### config.mk
export PLATFORM = sky130hd
export DESIGN_NAME = shift_xor_keystream_cipher_core
export DESIGN_NICKNAME = d
export VERILOG_FILES = /design/src/rtl/sxkc_pkg.sv /design/src/rtl/shift_xor_keystream_cipher_core.sv /design/src/rtl/sxkc_fifo.sv /design/src/rtl/sxkc_front.sv /design/src/rtl/sxkc_back.sv
export VERILOG_INCLUDE_DIRS = /design/src /design/src/rtl
export SDC_FILE = /design/constraint.sdc
export NUM_CORES = 1
export LEC_CHECK = 0
export BUFFER_PORTS_ARGS = -buffer_cell sky130_fd_sc_hd__buf_2
export CAP_MARGIN = 20
export CORE_AREA = 5 5 259 261
export DETAILED_ROUTE_END_ITERATION = 8
export DIE_AREA = 0 0 264 266
export PLACE_DENSITY = 0.78
export SLEW_MARGIN = 0
export SYNTH_ARGS = -nofsm -noshare
export SYNTH_HDL_FRONTEND = slang
export SYNTH_SLANG_ARGS = --single-unit
### constraint.sdc
create_clock -name clk_i -period 7.5 [get_ports clk_i]
set_input_delay 0.375 -clock clk_i [delete_from_list [all_inputs] [get_ports clk_i]]
set_output_delay 0.375 -clock clk_i [all_outputs]
set_load 0.005 [all_outputs]
### src/rtl/assert_macros.svh
// Assertion macros for the cipher RTL.
// Included by files that carry concurrent assertions; depends on nothing else.
`ifndef ASSERT_MACROS_SVH
`define ASSERT_MACROS_SVH

// Generic form: label, clock, active-low reset, property.
`define SXKC_ASSERT_CLK(lbl, clk, rst_n, prop) \
  lbl: assert property (@(posedge clk) disable iff (!rst_n) (prop)) \
    else $error("sxkc assertion failed");

// Short form for modules that use clk_i and rst_ni.
`define SXKC_ASSERT(lbl, prop) \
  `SXKC_ASSERT_CLK(lbl, clk_i, rst_ni, prop)

`endif

### src/rtl/sxkc_pkg.sv
// Types, register indexes and keystream helpers of the shift-XOR keystream cipher.
// Used by the core, the front end and the back end; depends on nothing.
`default_nettype none

package sxkc_pkg;

  localparam int unsigned WordW  = 32;
  localparam int unsigned CountW = 3;
  localparam int unsigned CfgIdxW = 3;

  // Configuration register indexes.
  localparam logic [CfgIdxW-1:0] REG_KEY_WORD0 = 3'd0;
  localparam logic [CfgIdxW-1:0] REG_KEY_WORD1 = 3'd1;
  localparam logic [CfgIdxW-1:0] REG_KEY_WORD2 = 3'd2;
  localparam logic [CfgIdxW-1:0] REG_KEY_WORD3 = 3'd3;

  // Operation codes of an input request.
  localparam logic OP_KEY_LOAD = 1'b0;
  localparam logic OP_DATA     = 1'b1;

  localparam logic [WordW-1:0] MASK_1B  = 32'hFF00_0000;
  localparam logic [WordW-1:0] MASK_2B  = 32'hFFFF_0000;
  localparam logic [WordW-1:0] MASK_3B  = 32'hFFFF_FF00;
  localparam logic [WordW-1:0] MASK_ALL = 32'hFFFF_FFFF;
  localparam logic [WordW-1:0] SCHED_SEED = 32'h0000_0001;

  localparam logic [CountW-1:0] COUNT_MIN = 3'd1;
  localparam logic [CountW-1:0] COUNT_MAX = 3'd4;

  // Command passed from the front end to the back end.
  typedef struct packed {
    logic              is_key;
    logic [WordW-1:0]  data;
    logic [WordW-1:0]  mask;
    logic [CountW-1:0] count;
  } cmd_t;

  // Result waiting for the consumer.
  typedef struct packed {
    logic [WordW-1:0]  data;
    logic [CountW-1:0] count;
  } res_t;

  // One register step: shift right once, then XOR four shifts of that value.
  function automatic logic [WordW-1:0] advance(input logic [WordW-1:0] r,
                                               input int unsigned l1,
                                               input int unsigned l2,
                                               input int unsigned r1,
                                               input int unsigned r2);
    logic [WordW-1:0] s;
    s = r >> 1;
    return (s << l1) ^ (s << l2) ^ (s >> r1) ^ (s >> r2);
  endfunction

endpackage

`default_nettype wire

### src/rtl/shift_xor_keystream_cipher_core.sv
// Shift-XOR keystream cipher core over four 32-bit shift registers.
//
// Input channel: a request is taken when push is high and full is low. op_i
// selects key load (runs the key schedule, gives no result) or data (gives one
// result). valid_bytes_i counts the leading valid bytes of data_in_i.
// Result channel: while empty is low the oldest result is on data_out_o and
// bytes_out_o; it is taken when pop is high. A stalled consumer fills the
// result queue, then the command queue, and then full rises.
// Configuration: cfg_valid_i/cfg_ready_o write key words 0 to 3; ready is
// always high. Key words are used when a key load reaches the back end.
// Throughput: one data request per cycle while the result queue has room and
// no key schedule runs, set by the single register update stage. A key load
// holds the back end for the key copy plus four schedule steps, one register
// per step.
// Reset clears the key words, the shift registers and both queues.
`default_nettype none

module shift_xor_keystream_cipher_core #(
  parameter int unsigned QueueDepth = 2
) (
  input  wire logic                          clk_i,
  input  wire logic                          rst_ni,
  input  wire logic                          push,
  output logic                               full,
  input  wire logic                          op_i,
  input  wire logic [sxkc_pkg::WordW-1:0]    data_in_i,
  input  wire logic [sxkc_pkg::CountW-1:0]   valid_bytes_i,
  output logic                               empty,
  input  wire logic                          pop,
  output logic      [sxkc_pkg::WordW-1:0]    data_out_o,
  output logic      [sxkc_pkg::CountW-1:0]   bytes_out_o,
  input  wire logic                          cfg_valid_i,
  output logic                               cfg_ready_o,
  input  wire logic [sxkc_pkg::CfgIdxW-1:0]  cfg_index_i,
  input  wire logic [sxkc_pkg::WordW-1:0]    cfg_data_i
);

  sxkc_pkg::cmd_t cmd_in, cmd_head;
  sxkc_pkg::res_t res_in, res_head;
  logic           cmd_push, cmd_pop, cmd_empty;
  logic           res_push, res_full;

  assign cfg_ready_o = 1'b1;

  sxkc_front u_front (
    .push_i        (push),
    .op_i          (op_i),
    .data_in_i     (data_in_i),
    .valid_bytes_i (valid_bytes_i),
    .queue_full_i  (full),
    .cmd_push_o    (cmd_push),
    .cmd_o         (cmd_in)
  );

  sxkc_fifo #(
    .Depth (QueueDepth),
    .Width ($bits(sxkc_pkg::cmd_t))
  ) u_cmd_fifo (
    .clk_i   (clk_i),
    .rst_ni  (rst_ni),
    .push_i  (cmd_push),
    .wdata_i (cmd_in),
    .full_o  (full),
    .pop_i   (cmd_pop),
    .rdata_o (cmd_head),
    .empty_o (cmd_empty)
  );

  sxkc_back u_back (
    .clk_i       (clk_i),
    .rst_ni      (rst_ni),
    .cfg_valid_i (cfg_valid_i),
    .cfg_index_i (cfg_index_i),
    .cfg_data_i  (cfg_data_i),
    .cmd_avail_i (!cmd_empty),
    .cmd_i       (cmd_head),
    .cmd_pop_o   (cmd_pop),
    .res_full_i  (res_full),
    .res_push_o  (res_push),
    .res_o       (res_in)
  );

  sxkc_fifo #(
    .Depth (QueueDepth),
    .Width ($bits(sxkc_pkg::res_t))
  ) u_res_fifo (
    .clk_i   (clk_i),
    .rst_ni  (rst_ni),
    .push_i  (res_push),
    .wdata_i (res_in),
    .full_o  (res_full),
    .pop_i   (pop),
    .rdata_o (res_head),
    .empty_o (empty)
  );

  assign data_out_o  = res_head.data;
  assign bytes_out_o = res_head.count;

endmodule

`default_nettype wire

### src/rtl/sxkc_fifo.sv
// Small first-in first-out queue built from registers.
// Generic; used between front end and back end and on the result side.
`default_nettype none

module sxkc_fifo #(
  parameter int unsigned Depth = 2,
  parameter int unsigned Width = 8
) (
  input  wire logic             clk_i,
  input  wire logic             rst_ni,
  input  wire logic             push_i,
  input  wire logic [Width-1:0] wdata_i,
  output logic                  full_o,
  input  wire logic             pop_i,
  output logic      [Width-1:0] rdata_o,
  output logic                  empty_o
);

  localparam int unsigned PtrW = (Depth > 1) ? $clog2(Depth) : 1;
  localparam int unsigned CntW = $clog2(Depth + 1);
  localparam logic [PtrW-1:0] LastPtr = PtrW'(Depth - 1);
  localparam logic [CntW-1:0] FullCnt = CntW'(Depth);

  logic [Width-1:0] mem_q [Depth];
  logic [PtrW-1:0]  wptr_q, wptr_d, rptr_q, rptr_d;
  logic [CntW-1:0]  count_q, count_d;
  logic             do_push, do_pop;

  assign full_o  = (count_q == FullCnt);
  assign empty_o = (count_q == '0);
  assign do_push = push_i && !full_o;
  assign do_pop  = pop_i && !empty_o;
  assign rdata_o = mem_q[rptr_q];

  always_comb begin
    wptr_d = wptr_q;
    rptr_d = rptr_q;
    if (do_push) begin
      wptr_d = (wptr_q == LastPtr) ? '0 : wptr_q + 1'b1;
    end
    if (do_pop) begin
      rptr_d = (rptr_q == LastPtr) ? '0 : rptr_q + 1'b1;
    end
    unique case ({do_push, do_pop})
      2'b10:   count_d = count_q + 1'b1;
      2'b01:   count_d = count_q - 1'b1;
      default: count_d = count_q;
    endcase
  end

  always_ff @(posedge clk_i or negedge rst_ni) begin
    if (!rst_ni) begin
      wptr_q  <= '0;
      rptr_q  <= '0;
      count_q <= '0;
    end else begin
      wptr_q  <= wptr_d;
      rptr_q  <= rptr_d;
      count_q <= count_d;
    end
  end

  always_ff @(posedge clk_i) begin
    if (do_push) begin
      mem_q[wptr_q] <= wdata_i;
    end
  end

endmodule

`default_nettype wire

### src/rtl/sxkc_front.sv
// Front end: takes input requests, classifies them and prepares the byte mask.
// Depends on sxkc_pkg.
`default_nettype none

module sxkc_front (
  input  wire logic                          push_i,
  input  wire logic                          op_i,
  input  wire logic [sxkc_pkg::WordW-1:0]    data_in_i,
  input  wire logic [sxkc_pkg::CountW-1:0]   valid_bytes_i,
  input  wire logic                          queue_full_i,
  output logic                               cmd_push_o,
  output sxkc_pkg::cmd_t                     cmd_o
);

  logic [sxkc_pkg::CountW-1:0] count;

  // Counts above four saturate, a count of zero is raised to one.
  always_comb begin
    if (valid_bytes_i > sxkc_pkg::COUNT_MAX) begin
      count = sxkc_pkg::COUNT_MAX;
    end else if (valid_bytes_i == '0) begin
      count = sxkc_pkg::COUNT_MIN;
    end else begin
      count = valid_bytes_i;
    end
  end

  always_comb begin
    cmd_o.is_key = (op_i == sxkc_pkg::OP_KEY_LOAD);
    cmd_o.data   = data_in_i;
    cmd_o.count  = count;
    unique case (count)
      3'd1:    cmd_o.mask = sxkc_pkg::MASK_1B;
      3'd2:    cmd_o.mask = sxkc_pkg::MASK_2B;
      3'd3:    cmd_o.mask = sxkc_pkg::MASK_3B;
      default: cmd_o.mask = sxkc_pkg::MASK_ALL;
    endcase
  end

  assign cmd_push_o = push_i && !queue_full_i;

endmodule

`default_nettype wire

### src/rtl/sxkc_back.sv
// Back end: key registers, the four shift registers, key schedule sequencer
// and keystream generation. Depends on sxkc_pkg and assert_macros.svh.
`default_nettype none
`include "assert_macros.svh"

module sxkc_back (
  input  wire logic                          clk_i,
  input  wire logic                          rst_ni,
  input  wire logic                          cfg_valid_i,
  input  wire logic [sxkc_pkg::CfgIdxW-1:0]  cfg_index_i,
  input  wire logic [sxkc_pkg::WordW-1:0]    cfg_data_i,
  input  wire logic                          cmd_avail_i,
  input  wire sxkc_pkg::cmd_t                cmd_i,
  output logic                               cmd_pop_o,
  input  wire logic                          res_full_i,
  output logic                               res_push_o,
  output sxkc_pkg::res_t                     res_o
);

  typedef enum logic [1:0] {
    ST_READY = 2'b01,
    ST_SCHED = 2'b10
  } state_e;

  state_e                     state_q, state_d;
  logic [1:0]                 step_q, step_d;
  logic [sxkc_pkg::WordW-1:0] key_q [4];
  logic [sxkc_pkg::WordW-1:0] reg_q [4];
  logic [sxkc_pkg::WordW-1:0] reg_d [4];
  logic [sxkc_pkg::WordW-1:0] adv [4];
  logic [sxkc_pkg::WordW-1:0] tot_q, tot_d, sum_q, sum_d;
  logic [sxkc_pkg::WordW-1:0] key_tot, sched_val, keystream;

  // Key word registers.
  always_ff @(posedge clk_i or negedge rst_ni) begin
    if (!rst_ni) begin
      for (int i = 0; i < 4; i++) begin
        key_q[i] <= '0;
      end
    end else if (cfg_valid_i) begin
      unique case (cfg_index_i)
        sxkc_pkg::REG_KEY_WORD0: key_q[0] <= cfg_data_i;
        sxkc_pkg::REG_KEY_WORD1: key_q[1] <= cfg_data_i;
        sxkc_pkg::REG_KEY_WORD2: key_q[2] <= cfg_data_i;
        sxkc_pkg::REG_KEY_WORD3: key_q[3] <= cfg_data_i;
        default: ;
      endcase
    end
  end

  assign adv[0] = sxkc_pkg::advance(reg_q[0], 4, 3, 4, 3);
  assign adv[1] = sxkc_pkg::advance(reg_q[1], 3, 2, 4, 1);
  assign adv[2] = sxkc_pkg::advance(reg_q[2], 1, 2, 3, 1);
  assign adv[3] = sxkc_pkg::advance(reg_q[3], 2, 5, 4, 2);
  assign keystream = adv[0] ^ adv[1] ^ adv[2] ^ adv[3];

  assign key_tot   = key_q[0] + key_q[1] + key_q[2] + key_q[3];
  assign sched_val = sum_q + tot_q;

  assign res_o.data  = (cmd_i.data ^ keystream) & cmd_i.mask;
  assign res_o.count = cmd_i.count;

  always_comb begin
    state_d    = state_q;
    step_d     = step_q;
    tot_d      = tot_q;
    sum_d      = sum_q;
    reg_d      = reg_q;
    cmd_pop_o  = 1'b0;
    res_push_o = 1'b0;
    unique case (state_q)
      ST_READY: begin
        if (cmd_avail_i && cmd_i.is_key) begin
          cmd_pop_o = 1'b1;
          reg_d     = key_q;
          tot_d     = key_tot;
          sum_d     = key_tot + sxkc_pkg::SCHED_SEED;
          step_d    = '0;
          state_d   = ST_SCHED;
        end else if (cmd_avail_i && !res_full_i) begin
          cmd_pop_o  = 1'b1;
          res_push_o = 1'b1;
          reg_d      = adv;
        end
      end
      ST_SCHED: begin
        // The register being replaced is always at the head; the row rotates
        // so that after four steps every register is back in its place.
        reg_d[0] = reg_q[1];
        reg_d[1] = reg_q[2];
        reg_d[2] = reg_q[3];
        reg_d[3] = sched_val;
        sum_d    = sched_val;
        tot_d    = tot_q - reg_q[0] + sched_val;
        step_d   = step_q + 1'b1;
        if (step_q == 2'd3) begin
          state_d = ST_READY;
        end
      end
      default: state_d = ST_READY;
    endcase
  end

  always_ff @(posedge clk_i or negedge rst_ni) begin
    if (!rst_ni) begin
      state_q <= ST_READY;
      step_q  <= '0;
      for (int i = 0; i < 4; i++) begin
        reg_q[i] <= '0;
      end
    end else begin
      state_q <= state_d;
      step_q  <= step_d;
      reg_q   <= reg_d;
    end
  end

  always_ff @(posedge clk_i) begin
    tot_q <= tot_d;
    sum_q <= sum_d;
  end

  `SXKC_ASSERT(a_no_result_in_sched, (state_q == ST_SCHED) |-> !res_push_o)
  `SXKC_ASSERT(a_key_starts_sched,
               (cmd_pop_o && cmd_i.is_key) |=> (state_q == ST_SCHED && step_q == 2'd0))
  `SXKC_ASSERT(a_sched_ends, (state_q == ST_SCHED && step_q == 2'd3) |=> (state_q == ST_READY))
  `SXKC_ASSERT(a_result_count, res_push_o |-> (res_o.count >= sxkc_pkg::COUNT_MIN &&
                                               res_o.count <= sxkc_pkg::COUNT_MAX))

endmodule

`default_nettype wire
==> results.ini, run 1 <==
[synth]
synth_top_cell_area_share=0.210
synth_edf_count=212
ys_warn_count=0
synth_cell_types=91
syn_nets=3498
synth_xor_xnor_area_share=0.145
synth_top_family_by_area=compound AO/OA/AOI/OAI gates
synth_compound_area_frac=0.152
synthMuxAreaShare=0.0444
synth.cell_area_um2=31900
ys_seq_area_frac=0.410
synthCells=3230
post_synth.cell_area_avg_um2=9.86
synthAdderAreaFrac=0.0976
synth_flop_cell=dfrtp_1
synth_area_leader_cell=dfrtp_1
ys_async_sr_fraction=0.558
yosys.area_share.simple=0.0975
synth_area_leaders=dfrtp_1 (21%), edfxtp_1 (20%), xnor2_1 (12%)
ys_ff_latch=480

[floorplan]
io_pins=114
floorplan.core_area_um2=64200
die_y_um=266
dieArea_um2=70200
chipWidth_um=264
initial_core_util=0.496
rows=93

[clocking]
clk_path_buf_depth=3
cts.sinks=480
post_cts_buffers=0
cts_resized=0
ctsHoldBuffers=22
h-tree-depth=2
cts_tree=yes
cts_root_buf=clkbuf_16
clk_pin_slew_worst_paths_ns=0.07
clk_latency_ns=0.59
cts_buffers=48

[placement]
gp_congestion=0.946
dp_hpwl_um=65000
placed_cells=3997
io_buffers=112

[critical_path]
crit_path_end_kind=flip-flop
crit_fanout=5
startpoint_type=flip-flop
critPathKind=reg2reg
reg2regPathDepth=20
reg2reg_from=u_back.sum_q[0]
worst_ep_arrival_time_ns=6.58
required_ns=7.81
timing.rr.end=u_back.tot_q[30]
r2r_slack_ns=1.23

[finish]
fin_nets=3487
seq_area_um2=13100
stdcell_count=4116
fill_cells=5476
multiInputGateArea_um2=17200
syn2layout_area_growth_pct=9.15
drive_gt1_frac=0.106

[global_route]
grt_pass1_vias=23400
grt_max_degree=159
track_usage=0.242
overflow=0
grt_pass1_wl_um=135000
antenna_found_initial=7

[route]
routed_via_density=5.92
wl_met2_um=43000
drtAntennaViolNets=0
drtIter0Drc=2857
route.met3.wl_um=6700
post_drt_wl_per_cell_um=21.5
drc=0
met1_length_um=34900
top_layer_used=met5
route.vias.total=24400
wirelength_um=88700
first_pass_iters=6

[hold_path]
hold_depth=1
hold_start=data_in_i[7]
hold_end=u_cmd_fifo.mem_q[0][34]
hold_path.class=in2reg

[timing]
fin_worst_skew_ns=0.0342
hold_violations=0
maxSlewHeadroom=0.248
finalCritPeriodShare=0.836
min_period_ns=6.27
tightest_slew_ns=1.13
max_freq_mhz=160
setup_viol=0
rsz0062_at_grt=false
whs_ns=0.0110
tns_ns=0
final_max_slew_viol_count=0

[run]
maxCapViolCount=0

[run_status]
status=finished, final reports clean

[cell usage in the layout (no fill, tap or decap), drive strengths merged, types with 68 or more instances in the layout]
cell type,count
clkbuf,68
a211oi,91
dfrtp,267
xnor2,438
xor2,90
inv,227
edfxtp,212
mux2,91
ha,98
o21ai,187
fa,94
buf,132
a21oi,181
nor2,303
nand2,263
[final cells by class]
type | instances | share of cell area
clock buffers | 68 | 0.0397
repair buffers | 158 | 0.0289
inverters | 225 | 0.0243
well taps | 855 | 0.0308
multi-input cells | 2306 | 0.495
diodes | 3 | 0.000216
flip-flops and latches | 480 | 0.376
clock inverters | 21 | 0.00540
[metal layers]
| layer | vias up | global-route usage |
|---|---|---|
| met1 | 11900 | 0.319 |
| met3 | 235 | 0.0379 |
| li1 | 11100 | - |
| met2 | 1153 | 0.405 |
| met4 | 6 | 0.0986 |
| met5 | - | 0 |
[state kept, by name (all words and copies together) (netlist names)]
register / flops
u_back.key_q: 128
u_back.reg_q: 128
u_back.state_q: 2
u_back.step_q: 2
u_back.sum_q: 32
u_back.tot_q: 32
u_cmd_fifo.count_q: 2
u_cmd_fifo.mem_q: 78
u_cmd_fifo.rptr_q: 1
u_cmd_fifo.wptr_q: 1
u_res_fifo.count_q: 2
u_res_fifo.mem_q: 70
u_res_fifo.rptr_q: 1
u_res_fifo.wptr_q: 1
[cell usage after synthesis (11+ instances only)]
| library cell | count |
|---|---|
| a211oi_1 | 87 |
| a21o_1 | 49 |
| a21oi_1 | 180 |
| a31oi_1 | 21 |
| and3_1 | 17 |
| buf_1 | 15 |
| clkbuf_1 | 200 |
| dfrtp_1 | 267 |
| edfxtp_1 | 212 |
| fa_1 | 94 |
| ha_1 | 98 |
| inv_1 | 225 |
| mux2_2 | 91 |
| mux2i_1 | 39 |
| nand2_1 | 263 |
| nand3_1 | 15 |
| nand4_1 | 11 |
| nor2_1 | 303 |
| nor2b_1 | 12 |
| nor3_1 | 25 |
| o211ai_1 | 28 |
| o21a_1 | 52 |
| o21ai_0 | 176 |
| o21bai_1 | 12 |
| o311ai_0 | 43 |
| xnor2_1 | 438 |
| xor2_1 | 90 |
[stage by stage]
stage	instance area (µm²)	setup WS, ns	utilization
finish	34800	1.23	0.541
global route	34800	0.943	0.541
CTS	34700	1.37	0.540
detailed placement	32900	1.41	0.512
global placement	32900	1.48	0.512
floorplan	31900	2.13	-
[how the worst max path moves through the flow]
| stage | from | to | slack [ns] | depth (start not counted) |
|---|---|---|---|---|
| 5_1_grt | u_back.tot_q[1] | u_back.tot_q[30] | 0.94 | 22 |
| 6_report | u_back.sum_q[0] | u_back.tot_q[30] | 1.23 | 20 |
| 3_5_place_dp | u_back.sum_q[0] | u_back.tot_q[30] | 1.41 | 20 |
| 4_1_cts | u_back.sum_q[0] | u_back.tot_q[30] | 1.37 | 20 |
| 2_1_floorplan | u_back.tot_q[1] | u_back.tot_q[28] | 2.13 | 22 |
| 3_3_place_gp | u_back.tot_q[0] | u_back.tot_q[30] | 1.48 | 20 |
[worst max-delay path, stage by stage, from the launching register on]
cell,delay [ns]
edfxtp_1,0.37
ha_1,0.24
fa_1,0.43
a211oi_1,0.35
o21ai_0,0.20
a32oi_1,0.49
nand2b_1,0.10
a21oi_1,0.19
xnor2_1,0.22
fa_1,0.48
ha_1,0.36
and3_1,0.22
a221oi_1,0.32
nor2_1,0.09
a221oi_1,0.56
o311a_1,0.33
nor3_1,0.12
o31a_1,0.34
o21ai_0,0.24
mux2i_1,0.22
o211ai_1,0.10
[kinds of logic (layout without fill, tap and decap cells)]
| logic type | count (synthesis) | after routing |
|---|---|---|
| mux | 130 | 130 |
| fa+ha+maj | 192 | 192 |
| simple gates | 712 | 712 |
| xor+xnor | 528 | 528 |
| compound gates | 743 | 743 |
| buf+inv | 444 | 472 |
| flops | 480 | 480 |
| other cells | 1 | 4 |
Power of run 1 is not shown: default switching activity piles up to over one toggle a cycle in this logic, so the estimate is an artifact.
==> run 2, diff against run 1 <==
Settings changed: PLACE_DENSITY 0.78 to 0.81.
Clock period 7.5 ns to 5.75 ns, I/O delays scaled along.
==> run 2 against run 1 <==
- routed wire length grew 1.9%
- critical path type unchanged
- cell count increased by 1.3%
- register-to-register slack got worse by 1.0 ns
- setup slack worse by 1.0 ns
==> results.ini, run 2 (synthesis results as in run 1) <==
[run_status]
status=finished, final reports clean

[floorplan]
dieArea_um2=70200
rows=93
io_pins=114
chipWidth_um=264
initial_core_util=0.496
floorplan.core_area_um2=64200
die_y_um=266

[timing]
finalCritPeriodShare=0.965
hold_violations=0
tightest_slew_ns=1.13
max_freq_mhz=180
min_period_ns=5.55
fin_worst_skew_ns=0.0248
maxSlewHeadroom=0.249
final_max_slew_viol_count=0
setup_viol=0

[critical_path]
startpoint_type=flip-flop
crit_fanout=5
worst_ep_arrival_time_ns=5.88
critPathKind=reg2reg
required_ns=6.08
crit_path_end_kind=flip-flop

[finish]
fin_nets=3542
final_area_um2=35500
utilization=0.553
syn2layout_area_growth_pct=11.4
fill_cells=5253
drive_gt1_frac=0.112
reg.largest.list=u_back.key_q x128, u_back.reg_q x128, u_cmd_fifo.mem_q x78
final_common_cell=xnor2_1
mostFrequentLayoutCells=xnor2_1 (438), nor2_1 (299), dfrtp_1 (266), nand2_1 (262), inv_1 (224)
stdcell_count=4171

[route]
route.vias.total=24600
met1_length_um=35000
routed_via_density=5.91
drtIter0Drc=2601
wirelength_um=90400
route.met3.wl_um=7320
drtAntennaViolNets=0
top_layer_used=met5
drc=0
first_pass_iters=6
wl_met2_um=43100
post_drt_wl_per_cell_um=21.7

[clocking]
cts_buffers=48
cts_root_buf=clkbuf_16
clk_latency_ns=0.60
cts.sinks=480
clk_pin_slew_worst_paths_ns=0.07
clk_path_buf_depth=3
cts_tree=yes
h-tree-depth=2

[global_route]
overflow=0
grt_pass1_vias=24400
grt_max_degree=171
antenna_found_initial=4
grt_pass1_wl_um=140000
track_usage=0.250

[placement]
dpl_cell_area_um2=33000
dp_hpwl_um=64400
io_buffers=112
placed_cells=4009
gp_congestion=0.929

[hold_path]
hold_path.class=in2reg

[run]
maxCapViolCount=0

## run 2: cell count changes in the layout (fill, tap and decap cells not counted), moves of 3 or more
cell and delta:
dlygate4sd3_1 +38, buf_4 +15, clkinv_2 -7, clkbuf_16 +3
## run 2: worst max-delay path: stages, from the launching register on
cell and delay [ns]:
edfxtp_1 0.43, ha_1 0.33, a21oi_2 0.21, o22ai_2 0.15, nor4_2 0.29, nor2_1 0.12, a21o_1 0.20, a21o_1 0.21
a21o_1 0.18, a21oi_1 0.17, xnor2_1 0.18, fa_1 0.49, ha_4 0.26, and3_1 0.19, a221oi_2 0.29, nor2_1 0.09
a221oi_2 0.24, o311a_1 0.28, nor3_1 0.11, o31a_1 0.33, o211ai_1 0.21, mux2i_1 0.20, o311ai_0 0.13
## run 2: final cells by class
class	instances	area, µm²	area share
well taps	855	1070	0.0301
clock buffers	73	1470	0.0415
repair buffers	213	1540	0.0434
inverters	225	845	0.0238
diodes	4	10.0	0.000282
clock inverters	15	201	0.00568
flip-flops and latches	480	13100	0.368
multi-input cells	2306	17300	0.487
## run 2: path summary, 6_finish.rpt
kind / slack, ns / depth (start not counted) / startpoint / end
setup reg to reg: 0.20 / 22 / u_back.sum_q[1] / u_back.tot_q[28]
max in group asynchronous: 3.86 / 3 / rst_ni / u_back.reg_q[37]
min in group asynchronous: 0.31 / 2 / rst_ni / u_back.key_q[124]
hold reg to reg: 0.51 / 1 / u_back.key_q[18] / u_back.key_q[18]
setup / recovery: 0.20 / 22 / u_back.sum_q[1] / u_back.tot_q[28]
hold / removal: 0.04 / 2 / valid_bytes_i[1] / u_cmd_fifo.mem_q[0][26]
## run 2: repair_timing
action,4_1_cts,5_1_grt
setup endpoints to repair,2,6
pin swaps,1,3
hold endpoints to repair,267,0
hold buffers,64,0
resized for setup,2,13
setup buffers,1,4
## run 2: layer usage
metal | global-route usage | up-vias
li1 | - | 11200
met1 | 0.322 | 12000
met2 | 0.414 | 1216
met3 | 0.0412 | 266
met4 | 0.122 | 2
met5 | 0 | -
## run 2: per-stage QoR
step                      hold slack [ns]  setup slack (ns)  TNS (ns)
after floorplan                  -0.00809             0.380         0
after global placement              0.384            0.0349         0
after detailed placement            0.380           -0.0821    -0.121
after CTS                         0.00647            0.0335         0
after global routing               0.0396           -0.0193   -0.0193
final                              0.0435             0.198         0
Power of run 2 is left out for the same reason.
